--- config.mk ---
export PLATFORM = sky130hd
export DESIGN_NAME = priority_bitmap_ready_queue
export DESIGN_NICKNAME = d
export VERILOG_FILES = /design/src/rtl/core/pbrq_pkg.sv /design/src/rtl/core/pbrq_ram.sv /design/src/rtl/core/pbrq_sched.sv /design/src/rtl/core/priority_bitmap_ready_queue.sv
export SDC_FILE = /design/constraint.sdc
export NUM_CORES = 1
export LEC_CHECK = 0
export BUFFER_PORTS_ARGS = -buffer_cell sky130_fd_sc_hd__buf_2
export CORE_MARGIN = 1.5
export CORE_UTILIZATION = 60
export CTS_CLUSTER_DIAMETER = 100
export CTS_CLUSTER_SIZE = 12
export DETAILED_ROUTE_END_ITERATION = 8
export GPL_ROUTABILITY_DRIVEN = 0
export GPL_TIMING_DRIVEN = 1
export PLACE_DENSITY = 0.76
export SYNTH_ARGS = -nofsm -noshare
export SYNTH_HDL_FRONTEND = slang
export SYNTH_SLANG_ARGS = --single-unit
--- constraint.sdc ---
create_clock -name clk -period 3.4 [get_ports clk]
set_input_delay 0.17 -clock clk [delete_from_list [all_inputs] [get_ports clk]]
set_output_delay 0.17 -clock clk [all_outputs]
set_load 0.02 [all_outputs]
--- src/rtl/core/pbrq_pkg.sv ---
package pbrq_pkg;

    localparam int TASK_COUNT_DEF  = 64;
    localparam int LEVEL_COUNT_DEF = 32;

    localparam int KIND_W  = 2;
    localparam int TASK_W  = 6;
    localparam int LEVEL_W = 5;

    typedef enum logic [KIND_W-1:0] {
        KIND_ADD   = 2'd0,
        KIND_SCHED = 2'd1,
        KIND_KILL  = 2'd2,
        KIND_PASS  = 2'd3
    } kind_t;

    localparam logic STATUS_OK    = 1'b0;
    localparam logic STATUS_EMPTY = 1'b1;

    typedef struct packed {
        kind_t              kind;
        logic [TASK_W-1:0]  task_id;
        logic [LEVEL_W-1:0] level;
    } req_t;

    typedef struct packed {
        logic [TASK_W-1:0] chosen_task;
        logic              has_task;
        logic              status;
    } rsp_t;

    // ready-mask update request from the sequencer
    typedef struct packed {
        logic               set;
        logic               clr;
        logic [LEVEL_W-1:0] idx;
    } mask_cmd_t;

endpackage

--- src/rtl/core/pbrq_ram.sv ---
module pbrq_ram
    import pbrq_pkg::*;
#(
    parameter int DEPTH = TASK_COUNT_DEF,
    parameter int WIDTH = TASK_W
)
(
    input  logic                     clk,
    input  logic                     rd_en,
    input  logic [$clog2(DEPTH)-1:0] rd_addr,
    output logic [WIDTH-1:0]         rd_data,
    input  logic                     wr_en,
    input  logic [$clog2(DEPTH)-1:0] wr_addr,
    input  logic [WIDTH-1:0]         wr_data
);

    logic [WIDTH-1:0] mem [DEPTH];
    logic [WIDTH-1:0] rd_data_reg;

    always_ff @(posedge clk)
    begin
        if (wr_en)
        begin
            mem[wr_addr] <= wr_data;
        end
    end

    // hold read data until the next enabled read
    always_ff @(posedge clk)
    begin
        if (rd_en)
        begin
            rd_data_reg <= mem[rd_addr];
        end
    end

    assign rd_data = rd_data_reg;

endmodule

--- src/rtl/core/pbrq_sched.sv ---
module pbrq_sched
    import pbrq_pkg::*;
#(
    parameter int LEVEL_COUNT = LEVEL_COUNT_DEF
)
(
    input  logic               clk,
    input  logic               rst_n,
    input  mask_cmd_t          cmd,
    input  logic [LEVEL_W-1:0] query_level,
    output logic               query_busy,
    output logic               any_ready,
    output logic [LEVEL_W-1:0] top_level
);

    logic [LEVEL_COUNT-1:0] mask_reg;
    logic [LEVEL_COUNT-1:0] mask_next;
    logic [31:0]            mask_pad;

    // levels beyond the configured count read as empty
    assign mask_pad   = 32'(mask_reg);
    assign query_busy = mask_pad[query_level];
    assign any_ready  = |mask_reg;

    // lowest set index is the most urgent level
    always_comb
    begin
        top_level = '0;
        for (int i = LEVEL_COUNT - 1; i >= 0; i--)
        begin
            if (mask_reg[i])
            begin
                top_level = LEVEL_W'(i);
            end
        end
    end

    always_comb
    begin
        mask_next = mask_reg;
        if (cmd.set)
        begin
            mask_next = mask_next | LEVEL_COUNT'(32'd1 << cmd.idx);
        end
        if (cmd.clr)
        begin
            mask_next = mask_next & ~LEVEL_COUNT'(32'd1 << cmd.idx);
        end
    end

    always_ff @(posedge clk or negedge rst_n)
    begin
        if (!rst_n)
        begin
            mask_reg <= '0;
        end
        else
        begin
            mask_reg <= mask_next;
        end
    end

endmodule

--- src/rtl/core/priority_bitmap_ready_queue.sv ---
// Add, schedule, and kill or pass on an empty or single-task level finish after the level
// table read (S_LVL); kill or pass on a level with two or more tasks also reads the link memory.
// A new request is taken only in S_IDLE, after the previous response has entered the output
// register; a response that cannot enter it yet is parked in S_HOLD until rsp_ready frees it.
// Reset clears the ready mask and control state; the level table and link memory
// are not cleared and hold nothing meaningful until written.
module priority_bitmap_ready_queue
    import pbrq_pkg::*;
#(
    parameter int TASK_COUNT  = TASK_COUNT_DEF,
    parameter int LEVEL_COUNT = LEVEL_COUNT_DEF
)
(
    input  logic clk,
    input  logic rst_n,
    input  logic req_valid,
    output logic req_ready,
    input  req_t req,
    output logic rsp_valid,
    input  logic rsp_ready,
    output rsp_t rsp
);

    localparam int LINK_AW = $clog2(TASK_COUNT);
    localparam int LVL_AW  = $clog2(LEVEL_COUNT);
    localparam int ENTRY_W = 2 * TASK_W;

    typedef enum logic [1:0] {
        S_IDLE,
        S_LVL,
        S_LINK,
        S_HOLD
    } state_t;

    state_t state_reg, state_next;
    req_t   req_reg, req_next;
    logic   busy_reg, busy_next;
    rsp_t   rsp_reg, rsp_next;
    logic   rsp_valid_reg, rsp_valid_next;
    rsp_t   hold_reg, hold_next;

    logic               accept;
    logic               query_busy;
    logic               any_ready;
    logic [LEVEL_W-1:0] top_level;
    mask_cmd_t          mask_cmd;

    logic               lvl_rd_en;
    logic [LVL_AW-1:0]  lvl_rd_addr;
    logic [ENTRY_W-1:0] lvl_rd_data;
    logic               lvl_wr_en;
    logic [LVL_AW-1:0]  lvl_wr_addr;
    logic [ENTRY_W-1:0] lvl_wr_data;

    logic               link_rd_en;
    logic [LINK_AW-1:0] link_rd_addr;
    logic [TASK_W-1:0]  link_rd_data;
    logic               link_wr_en;
    logic [LINK_AW-1:0] link_wr_addr;
    logic [TASK_W-1:0]  link_wr_data;

    logic [TASK_W-1:0]  head;
    logic [TASK_W-1:0]  tail;
    logic               add_ok;
    logic               finish;
    logic               out_free;
    rsp_t               result;

    assign req_ready = (state_reg == S_IDLE);
    assign accept    = req_valid && req_ready;
    assign rsp_valid = rsp_valid_reg;
    assign rsp       = rsp_reg;
    assign out_free  = !rsp_valid_reg || rsp_ready;

    assign head   = lvl_rd_data[ENTRY_W-1:TASK_W];
    assign tail   = lvl_rd_data[TASK_W-1:0];
    assign add_ok = (6'(req_reg.level) < 6'(LEVEL_COUNT))
                    && (11'(req_reg.task_id) < 11'(TASK_COUNT));

    pbrq_sched #(
        .LEVEL_COUNT (LEVEL_COUNT)
    ) u_sched (
        .clk         (clk),
        .rst_n       (rst_n),
        .cmd         (mask_cmd),
        .query_level (req.level),
        .query_busy  (query_busy),
        .any_ready   (any_ready),
        .top_level   (top_level)
    );

    pbrq_ram #(
        .DEPTH (LEVEL_COUNT),
        .WIDTH (ENTRY_W)
    ) u_level_ram (
        .clk     (clk),
        .rd_en   (lvl_rd_en),
        .rd_addr (lvl_rd_addr),
        .rd_data (lvl_rd_data),
        .wr_en   (lvl_wr_en),
        .wr_addr (lvl_wr_addr),
        .wr_data (lvl_wr_data)
    );

    pbrq_ram #(
        .DEPTH (TASK_COUNT),
        .WIDTH (TASK_W)
    ) u_link_ram (
        .clk     (clk),
        .rd_en   (link_rd_en),
        .rd_addr (link_rd_addr),
        .rd_data (link_rd_data),
        .wr_en   (link_wr_en),
        .wr_addr (link_wr_addr),
        .wr_data (link_wr_data)
    );

    // schedule reads the head of the most urgent level, the rest read their own level
    assign lvl_rd_en   = accept;
    assign lvl_rd_addr = (req.kind == KIND_SCHED) ? LVL_AW'(top_level) : LVL_AW'(req.level);
    assign lvl_wr_addr = LVL_AW'(req_reg.level);
    assign link_rd_addr = LINK_AW'(head);
    assign link_wr_addr = LINK_AW'(tail);

    always_comb
    begin
        state_next     = state_reg;
        req_next       = req_reg;
        busy_next      = busy_reg;
        rsp_next       = rsp_reg;
        rsp_valid_next = rsp_valid_reg;
        hold_next      = hold_reg;

        mask_cmd     = '{set: 1'b0, clr: 1'b0, idx: req_reg.level};
        lvl_wr_en    = 1'b0;
        lvl_wr_data  = {head, tail};
        link_rd_en   = 1'b0;
        link_wr_en   = 1'b0;
        link_wr_data = req_reg.task_id;
        finish       = 1'b0;
        result       = '{chosen_task: '0, has_task: 1'b0, status: STATUS_OK};

        if (rsp_valid_reg && rsp_ready)
        begin
            rsp_valid_next = 1'b0;
        end

        case (state_reg)
            S_IDLE:
            begin
                if (accept)
                begin
                    req_next   = req;
                    busy_next  = query_busy;
                    state_next = S_LVL;
                end
            end
            S_LVL:
            begin
                case (req_reg.kind)
                    KIND_ADD:
                    begin
                        if (add_ok)
                        begin
                            // append behind the old tail, or start a fresh list
                            link_wr_en   = busy_reg;
                            link_wr_data = req_reg.task_id;
                            lvl_wr_en    = 1'b1;
                            lvl_wr_data  = {busy_reg ? head : req_reg.task_id,
                                            req_reg.task_id};
                            mask_cmd.set = 1'b1;
                        end
                        finish = 1'b1;
                    end
                    KIND_SCHED:
                    begin
                        result.chosen_task = any_ready ? head : '0;
                        result.has_task    = any_ready;
                        finish             = 1'b1;
                    end
                    default:
                    begin
                        if (!busy_reg)
                        begin
                            result.status = STATUS_EMPTY;
                            finish        = 1'b1;
                        end
                        else if (head == tail)
                        begin
                            // single entry: kill empties the level, pass leaves it alone
                            mask_cmd.clr = (req_reg.kind == KIND_KILL);
                            finish       = 1'b1;
                        end
                        else
                        begin
                            link_rd_en = 1'b1;
                            state_next = S_LINK;
                        end
                    end
                endcase
            end
            S_LINK:
            begin
                lvl_wr_en = 1'b1;
                if (req_reg.kind == KIND_PASS)
                begin
                    // rotate: old head goes behind the tail
                    link_wr_en   = 1'b1;
                    link_wr_data = head;
                    lvl_wr_data  = {link_rd_data, head};
                end
                else
                begin
                    lvl_wr_data = {link_rd_data, tail};
                end
                finish = 1'b1;
            end
            S_HOLD:
            begin
                if (out_free)
                begin
                    rsp_next       = hold_reg;
                    rsp_valid_next = 1'b1;
                    state_next     = S_IDLE;
                end
            end
            default:
            begin
                state_next = S_IDLE;
            end
        endcase

        if (finish)
        begin
            if (out_free)
            begin
                rsp_next       = result;
                rsp_valid_next = 1'b1;
                state_next     = S_IDLE;
            end
            else
            begin
                hold_next  = result;
                state_next = S_HOLD;
            end
        end
    end

    always_ff @(posedge clk or negedge rst_n)
    begin
        if (!rst_n)
        begin
            state_reg     <= S_IDLE;
            rsp_valid_reg <= 1'b0;
            busy_reg      <= 1'b0;
        end
        else
        begin
            state_reg     <= state_next;
            rsp_valid_reg <= rsp_valid_next;
            busy_reg      <= busy_next;
        end
    end

    always_ff @(posedge clk)
    begin
        req_reg  <= req_next;
        rsp_reg  <= rsp_next;
        hold_reg <= hold_next;
    end

    a_no_write_idle: assert property (@(posedge clk) disable iff (!rst_n)
        (state_reg == S_IDLE || state_reg == S_HOLD) |-> (!lvl_wr_en && !link_wr_en))
        else $error("table write outside an active request");

    a_link_rd_src: assert property (@(posedge clk) disable iff (!rst_n)
        link_rd_en |-> (state_reg == S_LVL
                        && (req_reg.kind == KIND_KILL || req_reg.kind == KIND_PASS)))
        else $error("link read from an unexpected request");

    a_link_busy: assert property (@(posedge clk) disable iff (!rst_n)
        state_reg == S_LINK |-> busy_reg)
        else $error("link stage entered on an empty level");

    a_hold_full: assert property (@(posedge clk) disable iff (!rst_n)
        state_reg == S_HOLD |-> rsp_valid_reg)
        else $error("response parked while output register empty");

    a_has_ok: assert property (@(posedge clk) disable iff (!rst_n)
        (rsp_valid_reg && rsp_reg.has_task) |-> (rsp_reg.status == STATUS_OK))
        else $error("found task reported with error status");

endmodule
==> results of run 1 <==
metrics by stage:
stage	instance area, um2	cells	power [mW]	hold slack (ns)
floorplan	34730	1900	20.85	-0.1256
global placement	36840	2730	24.41	0.2945
detailed placement	36840	2730	24.69	0.3093
CTS	39170	2845	32.61	0.08063
global route	39190	2847	33.67	0.09895
finish	39190	2847	32.64	0.1006
area by class of cell:
class	instances	area, um2
Tap cell	765	957.2
Clock inverter	5	77.57
Clock buffer	95	2101
Fill cell	3599	18280
Inverter	16	60.06
Timing Repair Buffer	195	1687
Multi-Input combinational cell	920	9016
Sequential cell	851	25290
cells in the final DEF, fill, tap and decap left out, types with 16 or more instances in the layout:
cell type	count
mux2_2	20
buf_4	134
mux2i_1	228
edfxtp_1	807
dfrtp_1	36
o22ai_1	35
a22o_1	25
nor2b_1	16
mux4_2	137
nor3_2	31
buf_12	20
o21ai_0	21
nor2_1	116
a21oi_1	72
nand2_1	29
clkbuf_16	82
inv_1	16
buf_2	26
critical path, delay by kind of cell, from the launching register on:
family,cells,cell delay (ns)
AND/OR/NAND/NOR,2,0.76
flip-flops,1,0.44
multiplexers,1,0.31
AO/OA/AOI/OAI,5,1.11
buffers and inverters,2,0.41
power groups by stage:
| stage | combinational [mW] | sequential [mW] | clock, mW |
|---|---|---|---|
| after floorplan | 6.93 | 13.9 | 0 |
| after CTS | 10.7 | 13.9 | 8.02 |
| final | 10.8 | 13.9 | 7.96 |
| after detailed placement | 10.6 | 14.1 | 0 |
| after global routing | 11.4 | 13.9 | 8.39 |
| after global placement | 10.4 | 14.0 | 0 |
kinds of logic (layout without fill, tap and decap cells):
logic type / count (synthesis) / in the layout / share of synthesized area
flip-flops: 851 / 851 / 0.7284
multiplexers: 400 / 400 / 0.1660
AND/OR/NAND/NOR: 266 / 266 / 0.03693
AO/OA/AOI/OAI: 244 / 244 / 0.04806
buffers and inverters: 129 / 311 / 0.01769
XOR/XNOR: 6 / 6 / 0.001513
adder cells (fa/ha/maj): 4 / 4 / 0.001441
metal layers:
layer / GRT usage / wire [um] / up-vias
met5: 0 / 13 / -
met4: 0.1160 / 3582 / 2
met3: 0.04527 / 6609 / 206
met2: 0.4625 / 40710 / 1000
met1: 0.3693 / 30350 / 9651
li1: - / - / 7960
what timing repair did:
action / in CTS / in global routing
gates resized for setup: 1 / 1
hold buffers: 15 / 0
setup buffers: 0 / 2
endpoints found under the setup margin: 1 / 11
hold endpoints to repair: 51 / 0
final timing paths:
check                                     start                     end  slack (ns)  cells after the start
max in group asynchronous                 rst_n     u_sched.mask_pad[4]        2.69                      2
hold / removal                        req_valid              req_reg[6]        0.10                      2
min in group asynchronous                 rst_n    u_sched.mask_pad[20]        0.18                      2
setup / recovery           u_sched.mask_pad[10]  u_level_ram.rd_data[1]        0.09                     10
setup reg to reg           u_sched.mask_pad[10]  u_level_ram.rd_data[1]        0.09                     10
hold reg to reg                     hold_reg[4]                  rsp[4]        0.55                      2
==> metrics.cfg, run 1 <==
[synthesis]
synth_nets = 1921
async_flop_share = 0.04230
syn_avg_cell_area_um2 = 18.28
postSynthCellCount = 1900
syn_area_um2 = 34730
synth_edf_count = 807
synth_seq_cells = 851
synth_cell_type_count = 67
yosysTopAreaCell = edfxtp_1
yosys_most_used_dff = edfxtp_1
synth_top_area_frac = 0.6978
synth_most_common_cell = edfxtp_1
synthTopCellsByArea = edfxtp_1 (70%), mux4_2 (8.9%), mux2i_1 (6.6%), dfrtp_1 (2.6%), nor2_1 (1.3%)
netlist_top_cells_count = edfxtp_1 (807), mux2i_1 (229), mux4_2 (137)
yosysSeqAreaShare = 0.7284
yosys_warnings = 0

[global_route]
grt_max_degree = 65
grt_pass1_wl_um = 120700
track_usage = 0.2782
grt_pass1_vias = 18910
antenna_found_initial = 1
overflow = 0

[critical_path]
cp_max_fo = 11
cpPeakStageDelay_ns = 0.55
crit_required_ns = 3.75
path_common_cell = buf_4
slowest_stage = or4_1
cp_cell_sequence = or4_1, nor3_2, o211ai_2, o22a_4, buf_4, mux2_1, a221oi_1, buf_4, o21bai_1, a2111oi_2
worst_setup_path_start_kind = flop
worst_setup_path_end_kind = flop
path_class = flop to flop
critPathArrivalTime_ns = 3.66

[placement]
dp_hpwl_um = 49470
place_worst_setup_slack_ns = 0.1003
port_buffers = 26

[power_and_ir_drop]
ir_worst_vdd_v = 0.0006080
clockPowerShare = 0.244
power.switching_mw = 10.58
pwr-share-seq = 0.425
leakagePower_nw = 13.02
p_comb_frac = 0.331
power.density_nw_per_um2 = 832.8
swShare = 0.3242
p_int_mw = 22.06

[sta]
max_clock_freq_mhz = 301.7
finalSetupTns_ns = 0
hold_violations = 0
slew_headroom = 0.06009
period_share = 0.9748
setup_violations = 0
worstMarginPinSlew_ns = 1.402
rsz0062_at_grt = false
slew_violations = 0
fin_skew_ns = 0.03351
post-route-min-period_ns = 3.314
fin_ws_ns = 0.08582

[finish]
drive_above_1_share = 0.2281
synthToLayoutAreaGrowth_pct = 12.86
utilization = 0.6819
antennaDiodeCount = 0
finalNetCount = 2085

[detailed_routing]
finalWirelength_um = 81270
wl_per_cell_um = 28.55
drc = 0
num_vias = 18820
antenna_left = 0
vias_per_cell = 6.610
drt-initial-drc-count = 1847
first_pass_iters = 7

[clock_tree]
cts_root_buffer = clkbuf_16
cts_max_path_buffers = 3
htree_levels = 3
cts_tree = built
numCtsBuffers = 80
cts.clk_slew.worst_paths_ns = 0.06
clk_latency_ns = 0.65
cts_sinks = 851

[status]
status = finished, final reports clean

[floorplanning]
num_rows = 88
io_pins = 27
die_w_um = 243.6
core-area_um2 = 57480
dieArea_um2 = 59330
die_y_um = 243.6
initial_core_util = 0.6042

[job]
cap_violations = 0

[min_path]
hp-class = input port to flop

Note: power is estimated with default switching activity, not from simulation.
==> run 2: changes to the inputs <==
==> constraint.sdc (replaced) <==
create_clock -name clk -period 3.5 [get_ports clk]
set_input_delay 0.175 -clock clk [delete_from_list [all_inputs] [get_ports clk]]
set_output_delay 0.175 -clock clk [all_outputs]
set_load 0.02 [all_outputs]
==> metrics.cfg, run 2 (synthesis results as in run 1) <==
[floorplanning]
num_rows = 88
io_pins = 27
die_w_um = 243.6
initial_core_util = 0.6042
core-area_um2 = 57480
dieArea_um2 = 59330
die_y_um = 243.6

[sta]
worstMarginPinSlew_ns = 1.226
setup_violations = 0
finalSetupTns_ns = 0
period_share = 0.9701
post-route-min-period_ns = 3.395
slew_violations = 0
slew_headroom = 0.1781
max_clock_freq_mhz = 294.5
fin_skew_ns = 0.02501
hold_violations = 0
rsz0062_at_grt = true

[critical_path]
critPathLaunch = state_reg[1]
worst_setup_path_start_kind = flop
critPathArrivalTime_ns = 3.65
crit_required_ns = 3.76
cp_max_fo = 9
rr_startpoint = state_reg[1]
path_class = flop to flop
worst_setup_path_end_kind = flop

[global_route]
track_usage = 0.2784
grt_pass1_wl_um = 121200
gr-usage-met2 = 0.4615
grt.met3_usage = 0.05299
grt_max_degree = 65
overflow = 0
antenna_found_initial = 0
top_usage_layer = met2
grt_pass1_vias = 19160
use_met1 = 0.3652

[clock_tree]
numCtsBuffers = 80
clk_latency_ns = 0.64
cts_root_buffer = clkbuf_16
htree_levels = 3
cts_sinks = 851
cts_max_path_buffers = 3
cts_tree = built
cts.clk_slew.worst_paths_ns = 0.06

[finish]
antennaDiodeCount = 0
synthToLayoutAreaGrowth_pct = 12.16
drive_above_1_share = 0.2199
final_area_um2 = 38950
layout_commonest_cell = edfxtp_1
finalNetCount = 2062
final_cell_mix = edfxtp_1 (807), mux2i_1 (229), mux4_2 (137), buf_4 (118), nor2_1 (113)

[power_and_ir_drop]
ir_worst_vdd_v = 0.0006458
leakagePower_nw = 12.87
power.density_nw_per_um2 = 811.6

[detailed_routing]
first_pass_iters = 5
wl_per_cell_um = 28.56
num_vias = 18730
antenna_left = 0
drt-initial-drc-count = 2158
vias_per_cell = 6.630
finalWirelength_um = 80690
drc = 0

[job]
cap_violations = 0

[placement]
dp_hpwl_um = 49630
port_buffers = 26
dpl_cell_area_um2 = 36590

[status]
status = finished, final reports clean

[min_path]
hold_start = req_valid
hp-class = input port to flop

[run 2: cell types whose count changed in the layout (fill, tap and decap cells not counted), moves of 2 or more]
cell       before  now
clkinv_16       0    2
buf_4         134  118
buf_12         20   13
clkbuf_16      82   80
nor2_2          0    3
nor2_1        116  113
[run 2: per-stage QoR]
| step | hold WS [ns] | setup WS, ns | util | instances | power, mW |
|---|---|---|---|---|---|
| 5_1_grt | 0.09981 | -0.01868 | 0.6777 | 2825 | 32.62 |
| 4_1_cts | 0.09085 | 0.1656 | 0.6773 | 2824 | 31.60 |
| 3_5_place_dp | 0.3224 | 0.1609 | 0.6366 | 2708 | 23.95 |
| 3_3_place_gp | 0.3038 | 0.2606 | 0.6366 | 2708 | 23.69 |
| 6_report | 0.1027 | 0.1045 | 0.6777 | 2825 | 31.61 |
| 2_1_floorplan | -0.1206 | 0.6248 | - | 1900 | 20.26 |
[run 2: layout make-up]
class	count	area (um2)
Clock buffer	94	2054
Clock inverter	7	137.6
Fill cell	3599	18520
Inverter	16	60.06
Multi-Input combinational cell	920	9021
Sequential cell	851	25290
Tap cell	765	957.2
Timing Repair Buffer	172	1426
[run 2: worst max-delay path, cell delays in order, from the launching register on]
cell and delay, ns:
dfrtp_1 0.41, inv_1 0.11, ha_1 0.33, nor3b_2 0.41
a21o_1 0.21, nand2_1 0.06, nor2_1 0.31, nand2_1 0.52
nor2_1 0.66
[run 2: report_power, final]
part / total, mW / switching [mW] / leakage, nW / internal [mW]
Combinational: 10.5 / 6.37 / 3.97 / 4.09
Sequential: 13.5 / 0.439 / 7.84 / 13.0
Clock: 7.70 / 3.55 / 1.06 / 4.15
Total: 31.6 / 10.4 / 12.9 / 21.3
[run 2: worst paths after layout]
kind                                              to  slack [ns]  cells past startpoint
min in group asynchronous       u_sched.mask_pad[22]        0.18                      2
max in group asynchronous       u_sched.mask_pad[10]        2.78                      2
worst max-delay path            u_link_ram.mem[8][4]        0.10                      8
worst min register to register                rsp[1]        0.53                      2
worst min-delay path                      req_reg[7]        0.10                      2
worst max register to register  u_link_ram.mem[8][4]        0.10                      8
[run 2: layer usage]
| metal | up-vias | routed length, um |
|---|---|---|
| met5 | - | 0 |
| met4 | 0 | 3523 |
| met3 | 225 | 6970 |
| met2 | 1047 | 40030 |
| met1 | 9530 | 30170 |
| li1 | 7929 | - |
[run 2: repair_timing]
action | in CTS | in global routing
hold buffers | 15 | 0
endpoints found under the hold margin | 50 | 0
endpoints found under the setup margin | 0 | 12
gates resized for setup | 0 | 4
setup buffers | 0 | 1
